File: src/rtl/gcl_pkg.sv
`timescale 1ns / 1ps
// gcl_pkg: widths, item types and status struct for the GCD/LCM unit.
// No dependencies; imported by every module under rtl.

package gcl_pkg;

    // Operand bits that take part in the calculation
    localparam int OPERAND_WIDTH = 16;

    // Field widths of the items
    localparam int DW = 16;
    localparam int MW = 2 * DW;

    // Bits at and above OPERAND_WIDTH are ignored
    localparam logic [DW-1:0] OPERAND_MASK = (OPERAND_WIDTH >= DW) ? {DW{1'b1}} :
        DW'((32'd1 << OPERAND_WIDTH) - 32'd1);

    // Shift count for the common power of two in the GCD loop
    localparam int KW = $clog2(DW);

    // Bit counter of the serial divider and multiplier
    localparam int CW = $clog2(DW);

    typedef struct packed {
        logic [DW-1:0] first_value;
        logic [DW-1:0] second_value;
    } gcl_in_t;

    typedef struct packed {
        logic [DW-1:0] divisor;
        logic [MW-1:0] multiple;
        logic          operand_error;
    } gcl_out_t;

    // Status that each serial unit reports to the sequencer
    typedef struct packed {
        logic busy;
        logic done;
    } gcl_stat_t;

endpackage

File: src/rtl/gcd_lcm_unit.sv
`timescale 1ns / 1ps
// gcd_lcm_unit: greatest common divisor and least common multiple of two operands.
// Depends on gcl_pkg, gcl_gcd, gcl_div and gcl_mul.
//
// Usage:
//   s_valid/s_ready/s_data carry one operand pair per item; m_valid/m_ready/m_data
//   return one result item holding divisor, multiple and operand_error.
//   The divisor comes from a binary GCD loop (one step per cycle, at most 30
//   steps). The multiple is (first / divisor) * second, worked out by a
//   bit-serial restoring divider and then a shift-add multiplier.
//   An item with a zero operand skips the GCD loop and the serial units and
//   returns operand_error = 1 with the other fields 0. One item is worked on
//   at a time; s_ready is high whenever the sequencer is idle, also while an
//   earlier result waits in the output register, so a new item is taken only
//   once the previous result has been loaded into the output register.
//   If the receiver stalls, the finished result waits in the sequencer until
//   the output register frees up, and no new item is taken meanwhile.
//   Reset (aresetn low, synchronous) empties the output register and returns
//   the sequencer to idle.

module gcd_lcm_unit import gcl_pkg::*; (
    input  logic     aclk,
    input  logic     aresetn,
    input  logic     s_valid,
    output logic     s_ready,
    input  gcl_in_t  s_data,
    output logic     m_valid,
    input  logic     m_ready,
    output gcl_out_t m_data
);

    localparam logic [2:0] ST_IDLE = 3'd0;
    localparam logic [2:0] ST_GCD  = 3'd1;
    localparam logic [2:0] ST_DIV  = 3'd2;
    localparam logic [2:0] ST_MUL  = 3'd3;
    localparam logic [2:0] ST_DONE = 3'd4;

    logic [2:0]    state_reg, state_next;
    logic [DW-1:0] a_reg, a_next;
    logic [DW-1:0] b_reg, b_next;
    logic          err_reg, err_next;
    logic          m_valid_reg, m_valid_next;
    gcl_out_t      out_reg, out_next;

    logic [DW-1:0] a_in;
    logic [DW-1:0] b_in;
    logic          in_zero;
    logic          accept;
    logic          load_out;
    logic          gcd_start, div_start, mul_start;
    gcl_stat_t     gcd_stat, div_stat, mul_stat;
    logic [DW-1:0] gcd_val;
    logic [DW-1:0] quot_val;
    logic [MW-1:0] prod_val;

    // Operand masking and zero check
    assign a_in    = s_data.first_value & OPERAND_MASK;
    assign b_in    = s_data.second_value & OPERAND_MASK;
    assign in_zero = (a_in == '0) || (b_in == '0);

    assign s_ready  = (state_reg == ST_IDLE);
    assign accept   = s_valid && s_ready;
    assign load_out = (state_reg == ST_DONE) && (!m_valid_reg || m_ready);

    // Serial units
    gcl_gcd u_gcd (
        .aclk    (aclk),
        .aresetn (aresetn),
        .start   (gcd_start),
        .a_in    (a_in),
        .b_in    (b_in),
        .stat    (gcd_stat),
        .gcd     (gcd_val)
    );

    gcl_div u_div (
        .aclk     (aclk),
        .aresetn  (aresetn),
        .start    (div_start),
        .dividend (a_reg),
        .divisor  (gcd_val),
        .stat     (div_stat),
        .quotient (quot_val)
    );

    gcl_mul u_mul (
        .aclk         (aclk),
        .aresetn      (aresetn),
        .start        (mul_start),
        .multiplier   (quot_val),
        .multiplicand (b_reg),
        .stat         (mul_stat),
        .product      (prod_val)
    );

    // Sequencer
    always_comb begin
        state_next = state_reg;
        a_next     = a_reg;
        b_next     = b_reg;
        err_next   = err_reg;
        gcd_start  = 1'b0;
        div_start  = 1'b0;
        mul_start  = 1'b0;
        unique case (state_reg)
            ST_IDLE: begin
                if (accept) begin
                    a_next   = a_in;
                    b_next   = b_in;
                    err_next = in_zero;
                    if (in_zero) begin
                        state_next = ST_DONE;
                    end else begin
                        gcd_start  = 1'b1;
                        state_next = ST_GCD;
                    end
                end
            end
            ST_GCD: begin
                if (gcd_stat.done) begin
                    div_start  = 1'b1;
                    state_next = ST_DIV;
                end
            end
            ST_DIV: begin
                if (div_stat.done) begin
                    mul_start  = 1'b1;
                    state_next = ST_MUL;
                end
            end
            ST_MUL: begin
                if (mul_stat.done) begin
                    state_next = ST_DONE;
                end
            end
            ST_DONE: begin
                if (load_out) begin
                    state_next = ST_IDLE;
                end
            end
            default: state_next = ST_IDLE;
        endcase
    end

    // Output register
    always_comb begin
        out_next     = out_reg;
        m_valid_next = m_valid_reg;
        if (load_out) begin
            out_next.divisor       = err_reg ? '0 : gcd_val;
            out_next.multiple      = err_reg ? '0 : prod_val;
            out_next.operand_error = err_reg;
            m_valid_next           = 1'b1;
        end else if (m_ready) begin
            m_valid_next = 1'b0;
        end
    end

    always_ff @(posedge aclk) begin
        if (!aresetn) begin
            state_reg   <= ST_IDLE;
            m_valid_reg <= 1'b0;
        end else begin
            state_reg   <= state_next;
            m_valid_reg <= m_valid_next;
        end
        a_reg   <= a_next;
        b_reg   <= b_next;
        err_reg <= err_next;
        out_reg <= out_next;
    end

    assign m_valid = m_valid_reg;
    assign m_data  = out_reg;

    // An error result carries zero divisor and multiple
    a_err_zero: assert property (@(posedge aclk) disable iff (!aresetn)
        (m_valid && m_data.operand_error) |-> (m_data.divisor == '0 && m_data.multiple == '0))
        else $error("error result with non-zero fields");

    // A valid non-error result never holds a zero field
    a_ok_nonzero: assert property (@(posedge aclk) disable iff (!aresetn)
        (m_valid && !m_data.operand_error) |-> (m_data.divisor != '0 && m_data.multiple != '0))
        else $error("zero field in non-error result");

    // A zero operand skips the serial units
    a_zero_skip: assert property (@(posedge aclk) disable iff (!aresetn)
        (accept && in_zero) |=> (state_reg == ST_DONE && err_reg))
        else $error("zero operand not flagged");

    // GCD completion only while the sequencer waits for it
    a_gcd_done: assert property (@(posedge aclk) disable iff (!aresetn)
        gcd_stat.done |-> (state_reg == ST_GCD))
        else $error("GCD done outside its state");

    // Serial units are all quiet while the sequencer is idle
    a_units_idle: assert property (@(posedge aclk) disable iff (!aresetn)
        (state_reg == ST_IDLE) |-> !(gcd_stat.busy || div_stat.busy || mul_stat.busy))
        else $error("serial unit busy while idle");

endmodule

File: src/rtl/gcl_gcd.sv
`timescale 1ns / 1ps
// gcl_gcd: binary GCD, one shift or subtract-and-shift step per cycle.
// Depends on gcl_pkg. Operands must be non-zero.

module gcl_gcd import gcl_pkg::*; (
    input  logic          aclk,
    input  logic          aresetn,
    input  logic          start,
    input  logic [DW-1:0] a_in,
    input  logic [DW-1:0] b_in,
    output gcl_stat_t     stat,
    output logic [DW-1:0] gcd
);

    logic [DW-1:0] a_reg, a_next;
    logic [DW-1:0] b_reg, b_next;
    logic [KW-1:0] k_reg, k_next;
    logic [DW-1:0] g_reg, g_next;
    logic          busy_reg, busy_next;
    logic          done_reg, done_next;
    logic [DW-1:0] diff_ab;
    logic [DW-1:0] diff_ba;

    assign diff_ab = a_reg - b_reg;
    assign diff_ba = b_reg - a_reg;

    // One reduction step; stop when both halves meet
    always_comb begin
        a_next    = a_reg;
        b_next    = b_reg;
        k_next    = k_reg;
        g_next    = g_reg;
        busy_next = busy_reg;
        done_next = 1'b0;
        if (start) begin
            a_next    = a_in;
            b_next    = b_in;
            k_next    = '0;
            busy_next = 1'b1;
        end else if (busy_reg) begin
            if (a_reg == b_reg) begin
                g_next    = a_reg << k_reg;
                busy_next = 1'b0;
                done_next = 1'b1;
            end else begin
                case ({a_reg[0], b_reg[0]})
                    2'b00: begin
                        a_next = a_reg >> 1;
                        b_next = b_reg >> 1;
                        k_next = k_reg + KW'(1);
                    end
                    2'b01: a_next = a_reg >> 1;
                    2'b10: b_next = b_reg >> 1;
                    default: begin
                        if (a_reg > b_reg) begin
                            a_next = diff_ab >> 1;
                        end else begin
                            b_next = diff_ba >> 1;
                        end
                    end
                endcase
            end
        end
    end

    always_ff @(posedge aclk) begin
        if (!aresetn) begin
            busy_reg <= 1'b0;
            done_reg <= 1'b0;
        end else begin
            busy_reg <= busy_next;
            done_reg <= done_next;
        end
        a_reg <= a_next;
        b_reg <= b_next;
        k_reg <= k_next;
        g_reg <= g_next;
    end

    assign stat.busy = busy_reg;
    assign stat.done = done_reg;
    assign gcd       = g_reg;

endmodule

File: src/rtl/gcl_div.sv
`timescale 1ns / 1ps
// gcl_div: restoring divider, one quotient bit per cycle.
// Depends on gcl_pkg. Divisor must be non-zero.

module gcl_div import gcl_pkg::*; (
    input  logic          aclk,
    input  logic          aresetn,
    input  logic          start,
    input  logic [DW-1:0] dividend,
    input  logic [DW-1:0] divisor,
    output gcl_stat_t     stat,
    output logic [DW-1:0] quotient
);

    logic [DW-1:0] rem_reg, rem_next;
    logic [DW-1:0] q_reg, q_next;
    logic [DW-1:0] d_reg, d_next;
    logic [CW-1:0] cnt_reg, cnt_next;
    logic          busy_reg, busy_next;
    logic          done_reg, done_next;
    logic [DW:0]   trial;
    logic [DW:0]   trial_sub;

    // Partial remainder with the next dividend bit shifted in
    assign trial     = {rem_reg, q_reg[DW-1]};
    assign trial_sub = trial - {1'b0, d_reg};

    always_comb begin
        rem_next  = rem_reg;
        q_next    = q_reg;
        d_next    = d_reg;
        cnt_next  = cnt_reg;
        busy_next = busy_reg;
        done_next = 1'b0;
        if (start) begin
            rem_next  = '0;
            q_next    = dividend;
            d_next    = divisor;
            cnt_next  = '0;
            busy_next = 1'b1;
        end else if (busy_reg) begin
            if (!trial_sub[DW]) begin
                rem_next = trial_sub[DW-1:0];
                q_next   = {q_reg[DW-2:0], 1'b1};
            end else begin
                rem_next = trial[DW-1:0];
                q_next   = {q_reg[DW-2:0], 1'b0};
            end
            cnt_next = cnt_reg + CW'(1);
            if (cnt_reg == CW'(DW - 1)) begin
                busy_next = 1'b0;
                done_next = 1'b1;
            end
        end
    end

    always_ff @(posedge aclk) begin
        if (!aresetn) begin
            busy_reg <= 1'b0;
            done_reg <= 1'b0;
        end else begin
            busy_reg <= busy_next;
            done_reg <= done_next;
        end
        rem_reg <= rem_next;
        q_reg   <= q_next;
        d_reg   <= d_next;
        cnt_reg <= cnt_next;
    end

    assign stat.busy = busy_reg;
    assign stat.done = done_reg;
    assign quotient  = q_reg;

endmodule

File: src/rtl/gcl_mul.sv
`timescale 1ns / 1ps
// gcl_mul: shift-add multiplier, one multiplier bit per cycle.
// Depends on gcl_pkg.

module gcl_mul import gcl_pkg::*; (
    input  logic          aclk,
    input  logic          aresetn,
    input  logic          start,
    input  logic [DW-1:0] multiplier,
    input  logic [DW-1:0] multiplicand,
    output gcl_stat_t     stat,
    output logic [MW-1:0] product
);

    logic [DW-1:0] hi_reg, hi_next;
    logic [DW-1:0] lo_reg, lo_next;
    logic [DW-1:0] mc_reg, mc_next;
    logic [CW-1:0] cnt_reg, cnt_next;
    logic          busy_reg, busy_next;
    logic          done_reg, done_next;
    logic [DW:0]   sum;

    // Add the multiplicand when the low bit is set, then shift right
    assign sum = {1'b0, hi_reg} + (lo_reg[0] ? {1'b0, mc_reg} : {(DW + 1){1'b0}});

    always_comb begin
        hi_next   = hi_reg;
        lo_next   = lo_reg;
        mc_next   = mc_reg;
        cnt_next  = cnt_reg;
        busy_next = busy_reg;
        done_next = 1'b0;
        if (start) begin
            hi_next   = '0;
            lo_next   = multiplier;
            mc_next   = multiplicand;
            cnt_next  = '0;
            busy_next = 1'b1;
        end else if (busy_reg) begin
            hi_next  = sum[DW:1];
            lo_next  = {sum[0], lo_reg[DW-1:1]};
            cnt_next = cnt_reg + CW'(1);
            if (cnt_reg == CW'(DW - 1)) begin
                busy_next = 1'b0;
                done_next = 1'b1;
            end
        end
    end

    always_ff @(posedge aclk) begin
        if (!aresetn) begin
            busy_reg <= 1'b0;
            done_reg <= 1'b0;
        end else begin
            busy_reg <= busy_next;
            done_reg <= done_next;
        end
        hi_reg  <= hi_next;
        lo_reg  <= lo_next;
        mc_reg  <= mc_next;
        cnt_reg <= cnt_next;
    end

    assign stat.busy = busy_reg;
    assign stat.done = done_reg;
    assign product   = {hi_reg, lo_reg};

endmodule

File: config.mk
export PLATFORM = sky130hd
export DESIGN_NAME = gcd_lcm_unit
export DESIGN_NICKNAME = d
export VERILOG_FILES = /design/src/rtl/gcl_pkg.sv /design/src/rtl/gcd_lcm_unit.sv /design/src/rtl/gcl_gcd.sv /design/src/rtl/gcl_div.sv /design/src/rtl/gcl_mul.sv
export SDC_FILE = /design/constraint.sdc
export NUM_CORES = 1
export LEC_CHECK = 0
export BUFFER_PORTS_ARGS = -buffer_cell sky130_fd_sc_hd__buf_4
export CAP_MARGIN = 20
export CORE_ASPECT_RATIO = 0.7
export CORE_MARGIN = 8
export CORE_UTILIZATION = 46
export DETAILED_ROUTE_END_ITERATION = 8
export SYNTH_ARGS = -nofsm -noshare
export SYNTH_HDL_FRONTEND = slang
export SYNTH_SLANG_ARGS = --single-unit
File: constraint.sdc
create_clock -name aclk -period 5 [get_ports aclk]
set_input_delay 1.25 -clock aclk [delete_from_list [all_inputs] [get_ports aclk]]
set_output_delay 1.25 -clock aclk [all_outputs]
set_load 0.05 [all_outputs]
# Yosys cells after proc, flatten, opt, wreduce, memory -nomap -nowiden
# Index checks and enable logic that the tools add are counted.
# word_totals
regBits	248
word_cells	129
# op_classes
add_sub_neg	7
order_cmp	1
n_eq_ne	18
n_shift	1
muxes	45
bitwise_logic	6
reduce_logical	25
# op_table
operator	n
16-bit 2-to-1 mux	14
16-bit case mux with 2 select lines	2
16-bit logical NOT	2
16-bit subtractor	2
1-bit 2-to-1 mux	22
3-bit 2-to-1 mux	6
16-bit by 17-bit adder with 17-bit output	1
17-bit by 16-bit subtractor with 17-bit output	1
16-bit equality test	1
16-bit > comparator	1
16-bit by 4-bit << shifter with 16-bit output	1
3-bit case mux with 5 select lines	1
4-bit by 1-bit adder with 4-bit output, second input constant	3
3-bit OR reduction	3
4-bit equality test, second input constant	2
2-bit by 1-bit != test with 1-bit output, second input constant	4
2-bit != test, second input constant	4
4-bit AND reduction	2
2-bit nonzero test	4
3-bit by 2-bit equality test with 1-bit output, second input constant	2
1-bit NOT	6
3-bit AND reduction	2
5-bit AND reduction	1
2-bit OR reduction	2
12 further kinds	14

# Longest topological paths before layout
# Gate-level depths: netlist of the first run.
# logic_depth
word_depth	7
depth_mapped	13

# By module
# From an unflattened synthesis of the first run, not the netlist that was laid out.
# hier_totals
hier_cells	1220
hier_area_um2	13566.8
# modules_own_cells
mod	n_inst	cells_per_inst	area_each_um2	seq_area_each_um2
gcl_gcd	1	513	4619.4	1561.5
gcd_lcm_unit	1	183	3171.8	2542.4
gcl_div	1	273	2970.3	1401.3
gcl_mul	1	251	2805.2	1401.3

# Least setup slack after synthesis of the first run
# Ideal clock, no wire load.
# synth_timing
path_type	register to register
from	register state_reg[1]
to	register u_gcd.b_reg[0], enable pin
setup_ns	0.414
arrival_ns	3.470
slack_ns	1.116
path_stages_with_launch	7
path_buffers	2
cell_sequence	dfxtp_1 clkbuf_1 nor3_1 and2_1 nand2_1 clkbuf_1 o31ai_1
# synth_between
elab_chain_len	6
elab_cells_between_ends	9
classes_between	eq/ne: 3; mux: 2; reduce/logical: 4
# synth_lines
item	line	source
start: declaration	gcd_lcm_unit.sv:38	logic [2:0] state_reg, state_next;
start signal: assignment	gcd_lcm_unit.sv:164	state_reg <= state_next;
3-bit logical NOT (*)	gcd_lcm_unit.sv:61	assign s_ready = (state_reg == ST_IDLE);
net s_ready	gcd_lcm_unit.sv:25	output logic s_ready,
1-bit logical AND	gcd_lcm_unit.sv:62	assign accept = s_valid && s_ready;
1-bit 2-to-1 mux	gcd_lcm_unit.sv:107	if (accept) begin
1-bit 2-to-1 mux (*)	gcd_lcm_unit.sv:105	unique case (state_reg)
3-bit != test (no line), or another cell as far along	-	
4-bit AND reduction (no line) (*)	-	
end signal: assignment	gcl_gcd.sv:75	b_reg <= b_next;
end: declaration	gcl_gcd.sv:16	logic [DW-1:0] b_reg, b_next;
# The timed path passes the listed nets; every way through them passes the cells marked *.
# A chain may end at the register's enable or synchronous reset.

# Worst setup path after layout of the first run
# layout_timing
from	register u_gcd.a_reg[0]
to	register u_gcd.b_reg[12], enable pin
# layout_between
elab_chain_len	4
elab_cells_between_ends	10
classes_between	order compare: 1; eq/ne: 6; reduce/logical: 3
# layout_lines
item	line	source
start: declaration	gcl_gcd.sv:15	logic [DW-1:0] a_reg, a_next;
start signal: assignment	gcl_gcd.sv:74	a_reg <= a_next;
branches (longest 3 deep; another with 16-bit > comparator)	-	
4-bit AND reduction (no line) (*)	-	
# Mark *: on every way between the ends.

==> flow_summary.toml, run 1 <==
[status]
status = "completed"

[yosys]
synth_edf_count = 194
yosysWarnings = 0
synth_ff_type = "edfxtp_1"
netlist_area_mm2 = 0.0133
syn-mean-instance-area_um2 = 10.5
synth_top_area_share_pct = 44.0
yosys_register_bits = 248
synthArstFlopShare_pct = 0
syn_inst = 1259
synth.yosys.seq_area_share_pct = 52.1
yosysTopAreaCell = "edfxtp_1"
synth.distinct_cells = 71
syn-num-nets = 1366
synth.area.top_cells = "edfxtp_1, dfxtp_1, ha_1"

[cells_and_area]
final_cell_mix = "edfxtp_1, nand2_1, nor2_1, a21oi_1, buf_4"
fin_nets = 1431
area_growth_pct = 13.5
layout_commonest_cell = "edfxtp_1"
utilization_pct = 52.5
layout-drive-gt1-share_pct = 13.9
finalNonFillerCells = 1723
fillerInstances = 2575
regArea_mm2 = 0.00691
stdcell_area_mm2 = 0.0150
multi_input_area_mm2 = 0.00584
largest_reg_flops = 49

[pwr]
vdd_drop_max_v = 0.000281
p_leak_nw = 5.90
combinationalPowerShare_pct = 39.4
p_sw_share_pct = 37.1
intPower_w = 0.00480
power_frac_clock_pct = 24.7
powerDensity_mw_per_mm2 = 507
seq_power_share_pct = 35.9
power.switching_w = 0.00283

[clock_network]
clockBufferDepth = 3
cts_hold_buf = 0
numCtsBuffers = 26
htree_num_levels = 1
clk_pin_slew_worst_paths_ns = 0.07
cts_tree = "yes"
cts_resized = 0
clock_latency_ns = 0.54
cts.sinks = 248
root_buffer = "clkbuf_16"
post_cts_buffers = 0

[global_route]
grt_use_total_pct = 18.7
grt_max_degree = 44
grt_pass1_wl_um = 51300
antenna_found_initial = 1
grt_pass1_vias = 8877
overflow = 0

[sta]
fin_crit_ns = 3.85
max_slew_margin_pct = 30.4
tightest_slew_ns = 1.04
fmax_mhz = 260
period_share_pct = 77.0
slew_viol_final = 0
hold_violations = 0
tns_ns = 0
setup_viol = 0
fin_skew_ns = 0.0162
holdWs_ns = 0.412
rsz0062_at_grt = "no"

[routing]
drcViolationCount = 0
vias_per_cell = 5.50
firstDrtPassIters = 5
wl_per_cell_um = 18.8
routed_wl_um = 32500
ant_nets = 0
drt_iter0_markers = 878
vias = 9480

[setup_path]
r2r_start = "u_gcd.a_reg[0]"
crit_required_ns = 5.15
crit_path_cell_trace = "inv_1 -> ha_1 -> fa_1 -> nand2b_1 -> a21oi_1 -> or3_1 -> a21oi_2 -> a21oi_1 -> a311oi_1 -> nor2_1 -> o31ai_4"
cp_num_buf_inv = 1
r2r_cells = 11
startpoint_type = "flip-flop"
end_kind = "flip-flop"
cp_slowest_cell = "o31ai_4"
reg2reg_to = "u_gcd.b_reg[12]"
worst-setup-path-type = "flip-flop to flip-flop"
critical_path_arrival_ns = 4.00
slowest_delay_ns = 0.77
reg2reg_slack_ns = 1.15
cpLargestDelayFamily = "compound AO/OA/AOI/OAI gates"
cp_max_fo = 16
crit_top_cell = "a21oi_1"

[floorplanning]
start_util_pct = 46.3
core_mm2 = 0.0286
io-pin-count = 87
die_y_um = 158
fp-row-count = 52
die_width_um = 219
dieArea_mm2 = 0.0346

[placement]
placed_area_mm2 = 0.0142
gp_congestion = 0.892
io_buffers = 86
dp.cells = 1673
dp_hpwl_um = 24200

[hold_path]
worstHoldPathCells = 0
min_path_type = "flip-flop to flip-flop"
hold_start = "b_reg[8]"
min_to = "u_mul.mc_reg[8]"

[job]
maxCapViolCount = 0
-- kinds of logic (layout without fill, tap and decap cells) --
kind of cell	count (synthesis)	in the layout	synth area share, %
muxes	52	52	4.47
AOI/OAI and AO/OA	267	267	12.5
DFF	248	248	52.1
other	0	1	0
buffers and inverters	128	213	4.07
and+or+nand+nor	440	440	16.1
adders and majority gates	71	71	6.93
xor gates and xnor gates	53	53	3.79
-- per-layer routing --
layer / share of wire [%] / track usage, % / wire [µm] / up-vias
met3: 7.4 / 3.34 / 2400 / 35
li1: - / - / - / 4615
met2: 41 / 26.6 / 13400 / 309
met4: 1.6 / 3.87 / 533 / 0
met1: 50 / 28.9 / 16200 / 4521
met5: 0 / 0 / 0 / -
-- through the flow --
stage | setup slack (ns) | total power, W
floorplan | 1.12 | 0.00498
global placement | 1.32 | 0.00572
detailed placement | 1.18 | 0.00572
CTS | 1.15 | 0.00763
global route | 0.873 | 0.00813
finish | 1.15 | 0.00763
-- power by group through the flow --
stage / sequential, W / clock (W) / combinational, W
floorplan: 0.00267 / 0 / 0.00231
global placement: 0.00278 / 0 / 0.00294
detailed placement: 0.00278 / 0 / 0.00295
CTS: 0.00274 / 0.00193 / 0.00297
global route: 0.00277 / 0.00200 / 0.00336
finish: 0.00274 / 0.00188 / 0.00300
-- area by class of cell --
cell class	instances	share of cell area, %
diodes	1	0.0166
clock buffers	36	4.64
clock inverters	12	0.840
inverters	68	1.70
multi-input cells	883	38.9
flip-flops and latches	248	45.9
well taps	378	3.15
repair buffers	97	4.87
-- synthesized netlist by cell type (21+ instances only) --
library cell    n
inv_1          66
xnor2_1        38
edfxtp_1      194
nor2b_1        64
dfxtp_1        54
o21ai_0        55
clkbuf_1       40
nor2_1        112
ha_1           67
nand2_1       131
a31oi_1        21
and2_1         24
a21oi_1        99
mux2i_1        31
-- worst max path at each step --
stage / from / to / slack, ns / cells after the start
floorplan: state_reg[1] / u_gcd.b_reg[0] / 1.12 / 6
global placement: u_gcd.a_reg[0] / u_gcd.b_reg[7] / 1.32 / 11
detailed placement: u_gcd.a_reg[0] / u_gcd.b_reg[2] / 1.18 / 11
CTS: u_gcd.a_reg[0] / u_gcd.b_reg[4] / 1.15 / 11
global route: u_gcd.a_reg[0] / u_gcd.b_reg[4] / 0.87 / 11
finish: u_gcd.a_reg[0] / u_gcd.b_reg[12] / 1.15 / 11
No activity file was read; power rests on OpenSTA's default activity.
==> inputs of run 2 (changes only) <==
--- a/config.mk
+++ b/config.mk
@@ -11,6 +11,7 @@
 export CORE_MARGIN = 8
 export CORE_UTILIZATION = 46
 export DETAILED_ROUTE_END_ITERATION = 8
+export PLACE_DENSITY = 0.66
 export SYNTH_ARGS = -nofsm -noshare
 export SYNTH_HDL_FRONTEND = slang
 export SYNTH_SLANG_ARGS = --single-unit
==> constraint.sdc (replaced) <==
create_clock -name aclk -period 3.2 [get_ports aclk]
set_input_delay 0.8 -clock aclk [delete_from_list [all_inputs] [get_ports aclk]]
set_output_delay 0.8 -clock aclk [all_outputs]
set_load 0.05 [all_outputs]
==> run 2 against run 1 <==
  * Largest power group unchanged
  * Combinational power is 67% higher
  * Flip-flop and latch count stayed put
  * Clock skew fell by 0.0038 ns
  * Global-route usage shrank 0.54 points
  * Clock power is 56% higher
  * Final area is 1.6% higher
  * Sequential power is 54% higher
==> flow_summary.toml, run 2 (same netlist as run 1, synthesis figures left out) <==
[status]
status = "completed"

[clock_network]
clock_latency_ns = 0.53
htree_num_levels = 1
cts_tree = "yes"
numCtsBuffers = 25
cts.sinks = 248
cts_hold_buf = 0
clockBufferDepth = 3
clk_pin_slew_worst_paths_ns = 0.07
root_buffer = "clkbuf_16"

[global_route]
met2_usage_pct = 26.7
overflow = 0
grt_pass1_wl_um = 50000
use_met3_pct = 3.30
antenna_found_initial = 0
grt_pass1_vias = 8987
grt_use_total_pct = 18.1
grt_busiest_layer = "met1"
use_met1_pct = 27.4
grt_max_degree = 44

[routing]
drcViolationCount = 0
drt_iter0_markers = 748
vias = 9543
routed_wl_um = 31600
wl_per_cell_um = 18.1
firstDrtPassIters = 5
ant_nets = 0
vias_per_cell = 5.45

[sta]
period_share_pct = 96.8
fin_skew_ns = 0.0124
tightest_slew_ns = 0.844
max_slew_margin_pct = 43.5
setup_viol = 0
fmax_mhz = 323
worst_slack_ns = 0.101
slew_viol_final = 0
hold_violations = 0
tns_ns = 0
fin_crit_ns = 3.10

[cells_and_area]
num_antenna_cells = 0
finalNonFillerCells = 1750
fin_nets = 1460
area_growth_pct = 15.3
layout_commonest_cell = "edfxtp_1"
utilization_pct = 53.4
stdcell_area_mm2 = 0.0153
final_cell_mix = "edfxtp_1, nand2_1, buf_4, nor2_1, a21oi_1"
largest_reg_flops = 49
layout-drive-gt1-share_pct = 16.3
fillerInstances = 2534

[placement]
gp_congestion = 0.937
placed_area_mm2 = 0.0144
dp_hpwl_um = 24000
io_buffers = 86
preCtsSetupSlack_ns = 0.0849
dp.cells = 1699

[setup_path]
crit_path_cell_trace = "inv_2 -> ha_1 -> fa_2 -> nand2b_4 -> a21oi_1 -> or3_1 -> a21oi_2 -> a21oi_2 -> a311oi_2 -> nor2_1 -> o31ai_2 -> buf_4"
cpLargestDelayFamily = "compound AO/OA/AOI/OAI gates"
critical_path_arrival_ns = 3.33
startpoint_type = "flip-flop"
worst-setup-path-type = "flip-flop to flip-flop"
crit_top_cell = "a21oi_2"
cp_max_fo = 7
cp_num_buf_inv = 2
slowest_delay_ns = 0.43
cp_slowest_cell = "edfxtp_1"
end_kind = "flip-flop"
crit_required_ns = 3.43

[floorplanning]
core_mm2 = 0.0286
dieArea_mm2 = 0.0346
fp-row-count = 52
die_y_um = 158
start_util_pct = 46.3
die_width_um = 219
io-pin-count = 87

[pwr]
p_leak_nw = 6.06
vdd_drop_max_v = 0.000921
powerDensity_mw_per_mm2 = 794

[job]
maxCapViolCount = 0

[hold_path]
min_path_type = "flip-flop to flip-flop"
## run 2: cell count changes in the layout (fill, tap and decap cells not counted), sizes merged
cell    previous run  this run
inv               67        70
bufinv             2         3
clkbuf            36        32
buf               97       127
clkinv            10         8
diode              1         0
## run 2: metal layers
layer / up-vias / share of wire [%]
li1: 4676 / -
met1: 4552 / 50
met2: 271 / 42
met3: 44 / 6.7
met4: 0 / 1.6
met5: - / 0
## run 2: worst paths after layout
check / start / endpoint / slack, ns / cells past startpoint
worst max register to register: u_gcd.a_reg[0] / u_gcd.b_reg[2] / 0.10 / 12
worst min register to register: b_reg[9] / u_mul.mc_reg[9] / 0.42 / 0
worst max-delay path: u_gcd.a_reg[0] / u_gcd.b_reg[2] / 0.10 / 12
worst min-delay path: b_reg[9] / u_mul.mc_reg[9] / 0.42 / 0
## run 2: what timing repair did
| action | in CTS | in global routing |
|---|---|---|
| buffers inserted | 0 | 4 |
| resized for setup | 0 | 6 |
| endpoints found under the setup margin | 0 | 32 |
## run 2: cell type report
type / instances / area (µm²) / share of cell area, %
Sequential cell: 248 / 6910 / 45.2
Inverter: 68 / 255 / 1.67
Clock buffer: 32 / 652 / 4.27
Timing Repair Buffer: 127 / 976 / 6.39
Tap cell: 378 / 473 / 3.09
Multi-Input combinational cell: 883 / 5860 / 38.3
Clock inverter: 14 / 160 / 1.05
## run 2: through the flow
step | total power [W] | hold WS (ns)
finish | 0.0121 | 0.415
CTS | 0.0120 | 0.403
global route | 0.0129 | 0.421
detailed placement | 0.00909 | 0.405
global placement | 0.00906 | 0.401
floorplan | 0.00779 | 0.400
## run 2: report_power, final
group	internal, W	switching [W]	total [W]
clock	0.00170	0.00123	0.00293
combinational	0.00210	0.00290	0.00500
sequential	0.00392	0.000295	0.00422
==> inputs of run 3 (changes only) <==
--- a/config.mk
+++ b/config.mk
@@ -7,11 +7,13 @@
 export LEC_CHECK = 0
 export BUFFER_PORTS_ARGS = -buffer_cell sky130_fd_sc_hd__buf_4
 export CAP_MARGIN = 20
+export CELL_PAD_IN_SITES_DETAIL_PLACEMENT = 0
+export CELL_PAD_IN_SITES_GLOBAL_PLACEMENT = 1
 export CORE_ASPECT_RATIO = 0.7
 export CORE_MARGIN = 8
-export CORE_UTILIZATION = 46
+export CORE_UTILIZATION = 44
 export DETAILED_ROUTE_END_ITERATION = 8
-export PLACE_DENSITY = 0.66
+export PLACE_DENSITY = 0.81
 export SYNTH_ARGS = -nofsm -noshare
 export SYNTH_HDL_FRONTEND = slang
 export SYNTH_SLANG_ARGS = --single-unit
==> run 3 against run 2 <==
  * Flip-flop and latch count unchanged
  * Critical endpoint is now u_gcd.b_reg[7]
  * Final cell count is 0.40% higher
  * Critical path depth did not move
==> flow_summary.toml, run 3 (same netlist as run 1, synthesis figures left out) <==
[sta]
setup_viol = 0
fin_crit_ns = 3.05
tns_ns = 0
rsz0062_at_grt = "no"
fmax_mhz = 327
period_share_pct = 95.5
max_slew_margin_pct = 44.3
hold_violations = 0
fin_skew_ns = 0.0243
tightest_slew_ns = 0.834
slew_viol_final = 0
worst_slack_ns = 0.145

[setup_path]
r2r_start = "u_gcd.a_reg[0]"
startpoint_type = "flip-flop"
worst-setup-path-type = "flip-flop to flip-flop"
cp_slowest_cell = "edfxtp_1"
crit_required_ns = 3.44
reg2reg_slack_ns = 0.15
end_kind = "flip-flop"
cp_max_fo = 6
crit_path_cell_trace = "inv_2 -> ha_1 -> fa_1 -> nand2b_1 -> a21oi_2 -> or3_4 -> a21oi_4 -> a21oi_2 -> a311oi_2 -> nor2_1 -> o31ai_4 -> buf_6"
critical_path_arrival_ns = 3.29
reg2reg_to = "u_gcd.b_reg[7]"
slowest_delay_ns = 0.45
r2r_cells = 12
crit_top_cell = "a21oi_2"

[cells_and_area]
fin_nets = 1459
area_growth_pct = 15.7
final_cell_mix = "edfxtp_1, nand2_1, buf_4, nor2_1, a21oi_1"
largest_reg_flops = 49
num_antenna_cells = 0
layout-drive-gt1-share_pct = 16.6
fillerInstances = 2644
utilization_pct = 51.4
layout_commonest_cell = "edfxtp_1"

[global_route]
grt_max_degree = 44
overflow = 0
grt_pass1_vias = 8939
antenna_found_initial = 0
grt_use_total_pct = 17.5
grt_pass1_wl_um = 50700

[placement]
preCtsSetupSlack_ns = 0.0775
io_buffers = 86
dp_hpwl_um = 24200
gp_congestion = 0.933

[floorplanning]
dieArea_mm2 = 0.0360
core_mm2 = 0.0298
die_width_um = 223
io-pin-count = 87
start_util_pct = 44.4
die_y_um = 161
fp-row-count = 53

[job]
maxCapViolCount = 0

[hold_path]
min_to = "u_mul.mc_reg[13]"
min_path_type = "flip-flop to flip-flop"
worstHoldPathCells = 0
hold_start = "b_reg[13]"

[pwr]
combinationalPowerShare_pct = 41.3
power_frac_clock_pct = 24.4
intPower_w = 0.00778
p_sw_share_pct = 36.8
seq_power_share_pct = 34.3
vdd_drop_max_v = 0.000612
p_leak_nw = 6.07
power.switching_w = 0.00454
powerDensity_mw_per_mm2 = 803

[routing]
ant_nets = 0
vias = 9417
wl_per_cell_um = 18.3
drt_iter0_markers = 953
routed_wl_um = 32100
firstDrtPassIters = 5
drcViolationCount = 0
vias_per_cell = 5.36

[clock_network]
cts_hold_buf = 0
cts_tree = "yes"
htree_num_levels = 1
clk_pin_slew_worst_paths_ns = 0.06
clock_latency_ns = 0.54
root_buffer = "clkbuf_16"
numCtsBuffers = 26
clockBufferDepth = 3
cts.sinks = 248

[status]
status = "completed"
## run 3: cell count changes in the layout (fill, tap and decap cells not counted), moves of 3 or more
cell	previous run	this run
buf_4	124	121
buf_6	0	3
clkbuf_1	7	4
clkbuf_8	0	3
clkinv_2	4	7
inv_6	3	0
## run 3: how the worst max path moves through the flow
stage                               from             end  slack [ns]  cells past startpoint
after floorplan           u_gcd.a_reg[0]  u_gcd.b_reg[0]       -0.13                     11
after global placement    u_gcd.a_reg[0]  u_gcd.b_reg[6]        0.19                     12
after CTS                 u_gcd.a_reg[0]  u_gcd.b_reg[6]        0.09                     12
after global routing      u_gcd.a_reg[0]  u_gcd.b_reg[4]       0.004                     12
after detailed placement  u_gcd.a_reg[0]  u_gcd.b_reg[5]        0.08                     12
final                     u_gcd.a_reg[0]  u_gcd.b_reg[7]        0.15                     12
## run 3: what timing repair did
action | in CTS | in global routing
setup buffers | 0 | 4
endpoints found under the setup margin | 0 | 16
gates resized for setup | 0 | 12
hold endpoints to repair | 0 | 0
## run 3: cell type report
type | instances | area, µm² | share of cell area [%]
inverter | 68 | 255 | 1.66
clock inverter | 15 | 151 | 0.987
tap | 385 | 482 | 3.14
sequential | 248 | 6910 | 45.0
timing repair buffer | 125 | 962 | 6.27
multi-input combinational | 883 | 5870 | 38.3
clock buffer | 33 | 707 | 4.61
## run 3: metal layers
metal | track usage [%] | wire length, µm
met4 | 4.51 | 629
met2 | 24.9 | 13200
met3 | 2.84 | 1960
met1 | 27.0 | 16300
met5 | 0 | 0
## run 3: power by group through the flow
stage	Clock, W	Sequential [W]	Combinational, W
floorplan	0	0.00417	0.00362
global placement	0	0.00427	0.00483
detailed placement	0	0.00429	0.00482
CTS	0.00307	0.00422	0.00486
global route	0.00320	0.00426	0.00564
finish	0.00301	0.00422	0.00508
## run 3: metrics by stage
stage	cell area (µm²)	instances	total power (W)	hold WS, ns
2_1_floorplan	13300	1259	0.00779	0.400
3_3_place_gp	14400	1704	0.00910	0.402
3_5_place_dp	14400	1704	0.00911	0.405
4_1_cts	15300	1752	0.0121	0.418
5_1_grt	15300	1757	0.0131	0.425
6_report	15300	1757	0.0123	0.418
## run 3: worst max-delay path: cells and delay by family (launching register included)
family                   cells  cell delay, ns
AO/OA/AOI/OAI                5            1.04
AND/OR/NAND/NOR              3            0.62
adder cells (fa/ha/maj)      2            0.38
buffers and inverters        2            0.29
flip-flops                   1            0.45
